==> config.mk <==
export PLATFORM = sky130hd
export DESIGN_NAME = idc_div_cell
export DESIGN_NICKNAME = d
export VERILOG_FILES = /design/src/hdl/idc_pkg.sv /design/src/hdl/idc_div_cell.sv
export SDC_FILE = /design/constraint.sdc
export NUM_CORES = 1
export LEC_CHECK = 0
export ABC_AREA = 1
export BUFFER_PORTS_ARGS = -buffer_cell sky130_fd_sc_hd__buf_4
export CAP_MARGIN = 20
export CORE_MARGIN = 5
export CORE_UTILIZATION = 43
export DETAILED_ROUTE_END_ITERATION = 8
export PLACE_DENSITY_LB_ADDON = 0.12
export SLEW_MARGIN = 20
export SYNTH_ARGS = -nofsm -noshare
export SYNTH_HDL_FRONTEND = slang
export SYNTH_SLANG_ARGS = --single-unit
==> constraint.sdc <==
create_clock -name clk -period 8 [get_ports clk]
set_clock_uncertainty 0.1 [all_clocks]
set_input_delay 0.4 -clock clk [delete_from_list [all_inputs] [get_ports clk]]
set_output_delay 0.4 -clock clk [all_outputs]
set_load 0.005 [all_outputs]
==> src/hdl/idc_pkg.sv <==
// Shared types and constants for the inverse-depth to Cartesian converter.
`timescale 1ns / 1ps

package idc_pkg;

  localparam int InvW    = 24;
  localparam int AngW    = 16;
  localparam int CoordW  = 32;
  localparam int RangeW  = 31;
  localparam int NumW    = 37;
  localparam int DivW    = 23;
  localparam int UW      = 15;
  localparam int NumCells    = NumW;
  localparam int SineStages  = 7;

  localparam logic [RangeW-1:0] FarRangeReset = 31'd65536000;
  localparam logic [RangeW-1:0] RangeMax      = {RangeW{1'b1}};
  localparam logic [NumW-1:0]   NumOne        = 37'h10_0000_0000;
  localparam logic [UW-1:0]     QuarterTurn   = 15'd16384;

  localparam logic signed [32:0] SinC1 = 33'sd1686629713;
  localparam logic signed [32:0] SinC3 = -33'sd693598669;
  localparam logic signed [32:0] SinC5 = 33'sd85569321;
  localparam logic signed [32:0] SinC7 = -33'sd5026990;
  localparam logic signed [32:0] SinC9 = 33'sd172271;
  localparam logic signed [35:0] Q30One  = 36'sd1073741824;
  localparam logic signed [63:0] Q30Half = 64'sd536870912;

  typedef enum logic [1:0] {
    RANGE_DIV,
    RANGE_ZERO,
    RANGE_FAR
  } range_mode_t;

  typedef struct packed {
    logic              valid;
    range_mode_t       mode;
    logic [AngW-1:0]   yaw;
    logic [AngW-1:0]   pitch;
    logic [DivW-1:0]   divisor;
    logic [DivW-1:0]   rem;
    logic [NumW-1:0]   num;
    logic [NumW-1:0]   quo;
  } div_stage_t;

  typedef struct packed {
    logic              valid;
    logic [RangeW-1:0] r;
    logic [1:0]        qy;
    logic [1:0]        qp;
  } side_t;

  typedef struct packed {
    logic signed [CoordW-1:0] x;
    logic signed [CoordW-1:0] y;
    logic signed [CoordW-1:0] z;
  } coord_t;

endpackage

==> src/hdl/idc_div_cell.sv <==
// One restoring-division cell: produces one quotient bit and passes the item on.
`timescale 1ns / 1ps

module idc_div_cell import idc_pkg::*; (
  input  logic       clk,
  input  logic       rst,
  input  logic       en,
  input  div_stage_t d,
  output div_stage_t q
);

  logic [DivW:0] trial;
  logic          fits;
  div_stage_t    q_next;

  always_comb begin
    trial  = {d.rem, d.num[NumW-1]};
    fits   = trial >= {1'b0, d.divisor};
    q_next = d;
    // When the trial is below the divisor it is also below 2^23, so the top bit is zero.
    q_next.rem = fits ? DivW'(trial - {1'b0, d.divisor}) : trial[DivW-1:0];
    q_next.num = {d.num[NumW-2:0], 1'b0};
    q_next.quo = {d.quo[NumW-2:0], fits};
  end

  always_ff @(posedge clk) begin
    if (rst) begin
      q.valid <= 1'b0;
    end else if (en) begin
      q <= q_next;
    end
  end

endmodule

---- Yosys cells after proc, flatten, opt, wreduce, memory -nomap -nowiden ----
Cells that the tools add are included.
word-level totals
  flip-flop bits (word level) ............. 154
  bits of input ports ..................... 158
  output and inout bits ................... 155
  word-level logic and storage cells ...... 13
cells by class
  add/sub/neg operators ................... 1
  $lt $le $gt $ge ......................... 1
  muxes and demuxes ....................... 1
  bitwise logic cells ..................... 1
  reduce and logical (&&, ||, !) cells .... 1
operators by type and width
  kind                            count
  >= comparator 24 x 23 -> 1 bit  1
  two-way mux 23 bit              1
  subtractor 23 bit               1
  AND reduction 2 bit             1
  NOT 1 bit                       1

---- Logic depth before layout (Yosys ltp) ----
  depth in word-level cells ............... 2
  depth in mapped cells ................... 14
  gate-level depth less buffers ........... 14

---- Worst setup path after synthesis ----
OpenSTA, ideal clock, no wires.
  path kind ............................... input port to flip-flop
  from .................................... input en
  to ...................................... register q[0] (netlist name), enable pin
  setup time .............................. 0.673 ns
  arrival time ............................ 6.871 ns
  required time ........................... 7.227 ns
  slack ................................... 0.357 ns
  cell stages on the path ................. 2
  path buffers ............................ 0
  cells stage by stage .................... inv_1 nor2_1
on the way
  cells in the longest elaborated chain, start to end .. 1
ends and longest elaborated chain
  item                                  RTL line            RTL
  start, declared                       idc_div_cell.sv:7   input logic en,
  AND reduction 2 bit (no source line)  --
  end signal, assigned                  idc_div_cell.sv:30  q <= q_next;
  end, declared                         idc_div_cell.sv:9   output div_stage_t q
Every way passes these cells.
A chain may end at the register's enable or synchronous reset.

---- Worst setup path in the final report ----
  from .................................... input en
  to ...................................... register q[14] (netlist name), enable pin
The elaborated chain is that of the path after synthesis.

==> flow_summary.yaml <==
grt:
  grt_pass1_vias: 5384
  overflow: 0
  grtUsageMet1: 0.226
  use_met2: 0.399
  grt_max_degree: 84
  antenna_found_initial: 1
  grt_use_total: 0.214
  grt_pass1_wl_mm: 29.9
  grt_use_met3: 0.0699
  top_usage_layer: "met2"
synthesis:
  ys_ff_latch: 154
  yosysTopAreaCell: "edfxtp_1"
  synth.cell_area_um2: 6820
  yosys.area.top_type_share: 0.673
  synth_cell_types: 28
  yosysSeqAreaShare: 0.676
  synth_top_cells_by_area: "edfxtp_1 67%, nand2_1 9.8%, inv_1 6.4%"
  synth_fp_nets: 788
  syn_inst: 606
  synth.avg_cell_area_um2: 11.3
  synth-warning-count: 0
power:
  leakagePower_nw: 4.74
  p_per_area_nw_per_um2: 216
  ir_drop_v: 0.000133
layout:
  drive_gt1_frac: 0.384
  nFillCells: 1321
  largest_register_ffs: 154
  final_common_cell: "buf_4"
  nets: 1112
  top_regs: "q x154"
  top_register: "q"
  diodes: 0
  layout_common_cells: "312 x buf_4, 178 x nand2_1, 153 x edfxtp_1"
  area_delta_synth_final_pct: 46.6
  final_cells: 1159
critical_path:
  start_kind: "primary input"
  crit_chain: "buf_4 -> inv_1 -> nor2_4 -> buf_4 -> buf_4"
  cp_slowest_stage_delay_ps: 860
  worstSetupPathType: "in2reg"
  cp.buffers_inverters: 4
  timing.critical_path.from: "en"
  cp_slowest_cell: "buf_4"
  critPathRequiredTime_ps: 7930
  worstPathMaxFanout: 83
  reg2reg_slack_ps: 7310
  r2r-start: "q[154]"
  end_kind: "flip-flop"
  critical-path-top-delay-family: "buffers and inverters"
  arrival_ps: 2690
  crit_top_cell: "buf_4"
floorplanning:
  design.die.area_um2: 18500
  core-area_um2: 15700
  die_h_um: 136
  ios: 313
  die_w_um: 136
  start_util: 0.434
  num_rows: 46
min_path:
  hp-start: "d[40]"
  hold_class: "in2reg"
place:
  numPlacedInstances: 1127
  hpwl_mm: 16.4
  port_buffers: 310
  gp_congestion: 0.911
route:
  num_vias: 5344
  wl_per_cell_um: 17.6
  ant_nets: 0
  vias_per_cell: 4.61
  drc: 0
  drtIter0Drc: 245
  routed_wl_mm: 20.4
  first_pass_iters: 4
timing:
  clock.fmax_ghz: 0.363
  fin_crit_sh: 0.345
  tightestPinTransition_ps: 1030
  final.setup.tns_ps: 0
  slew_violations: 0
  timing.final.hold_violations: 0
  relSlewSlack: 0.311
  finalCriticalPeriod_ps: 2760
  grt_setup_unrepaired: "no"
  setup_viol_count_final: 0
clock_network:
  cts_tree: "done"
  cts_buffer_depth: 2
  clkSinkCount: 154
  cts_buffers: 17
  path_clk_slew_ps: 70
  htreeDepth: 4
  cts_resized: 0
  cts_setup_buffers: 0
  postCtsHoldBufs: 0
  clock_latency_ps: 410
  cts-root-buf: "clkbuf_16"
run:
  max-cap-violations: 0
status:
  status: "completed"
## final timing paths
kind	end	cells after the start
worst max-delay path	q[14]	5
worst min-delay path	q[41]	1
worst max register to register	q[154]	2
worst min register to register	q[154]	2
## area by class of cell
cell class,count,area (µm²),share of cell area
well taps,216,270,0.0270
multi-input cells,329,1720,0.172
clock buffers,17,425,0.0425
inverters,116,435,0.0435
repair buffers,312,2340,0.234
flip-flops and latches,154,4610,0.461
clock inverters,15,199,0.0199
## Yosys cell counts
master    number
dfxtp_1        1
nand4_1       16
o21ai_2        9
buf_2          1
nor2_2         2
a21oi_1       11
xor2_1         8
edfxtp_1     153
nand3_1       28
nor2_1        30
nand3b_1       7
xnor2_1        1
and2_1         2
nor2_4         1
fa_1           1
o21ai_1        3
nor3_1         2
buf_6          2
nand4_4        1
inv_1        116
nand2_2        4
o21ai_0        1
clkbuf_1       2
buf_12         1
ha_1          23
nand2_1      178
buf_4          1
conb_1         1
## cell families after synthesis
group | after synthesis | share of synthesized area
AOI/OAI and AO/OA | 24 | 0.0226
xor gates and xnor gates | 9 | 0.0116
adders and majority gates | 24 | 0.0451
buffers and inverters | 123 | 0.0730
DFF | 154 | 0.676
other | 1 | 0.000550
and+or+nand+nor | 271 | 0.171
## power breakdown
part	switching, mW	internal (mW)	leakage (nW)
Sequential	0.0158	0.958	1.44
Combinational	0.168	0.167	2.99
Clock	0.347	0.503	0.303
## worst register-to-register path: cells and delay by family (launching register included)
family             cells  cell delay (ps)
DFF                    1              340
AOI/OAI and AO/OA      1              120
and+or+nand+nor        1               60
## stage by stage
| stage | hold slack, ps | setup slack (ps) | total power [mW] | instance area, µm² | utilization |
|---|---|---|---|---|---|
| finish | 53.4 | 5240 | 2.16 | 10000 | 0.637 |
| global route | 28.7 | 5080 | 2.26 | 10000 | 0.637 |
| CTS | 36.5 | 5240 | 2.18 | 10000 | 0.637 |
| detailed placement | 371 | 4770 | 1.33 | 9380 | 0.597 |
| global placement | 347 | 4870 | 1.33 | 9380 | 0.597 |
| floorplan | 349 | 357 | 1.15 | 6820 | - |
## layer usage
layer  vias up  share of wire
met5         -        0.00064
met4         2          0.027
met3        33          0.079
met2       176           0.53
met1      2492           0.36
li1       2641              -
Note: power is estimated with default switching activity, not from simulation.
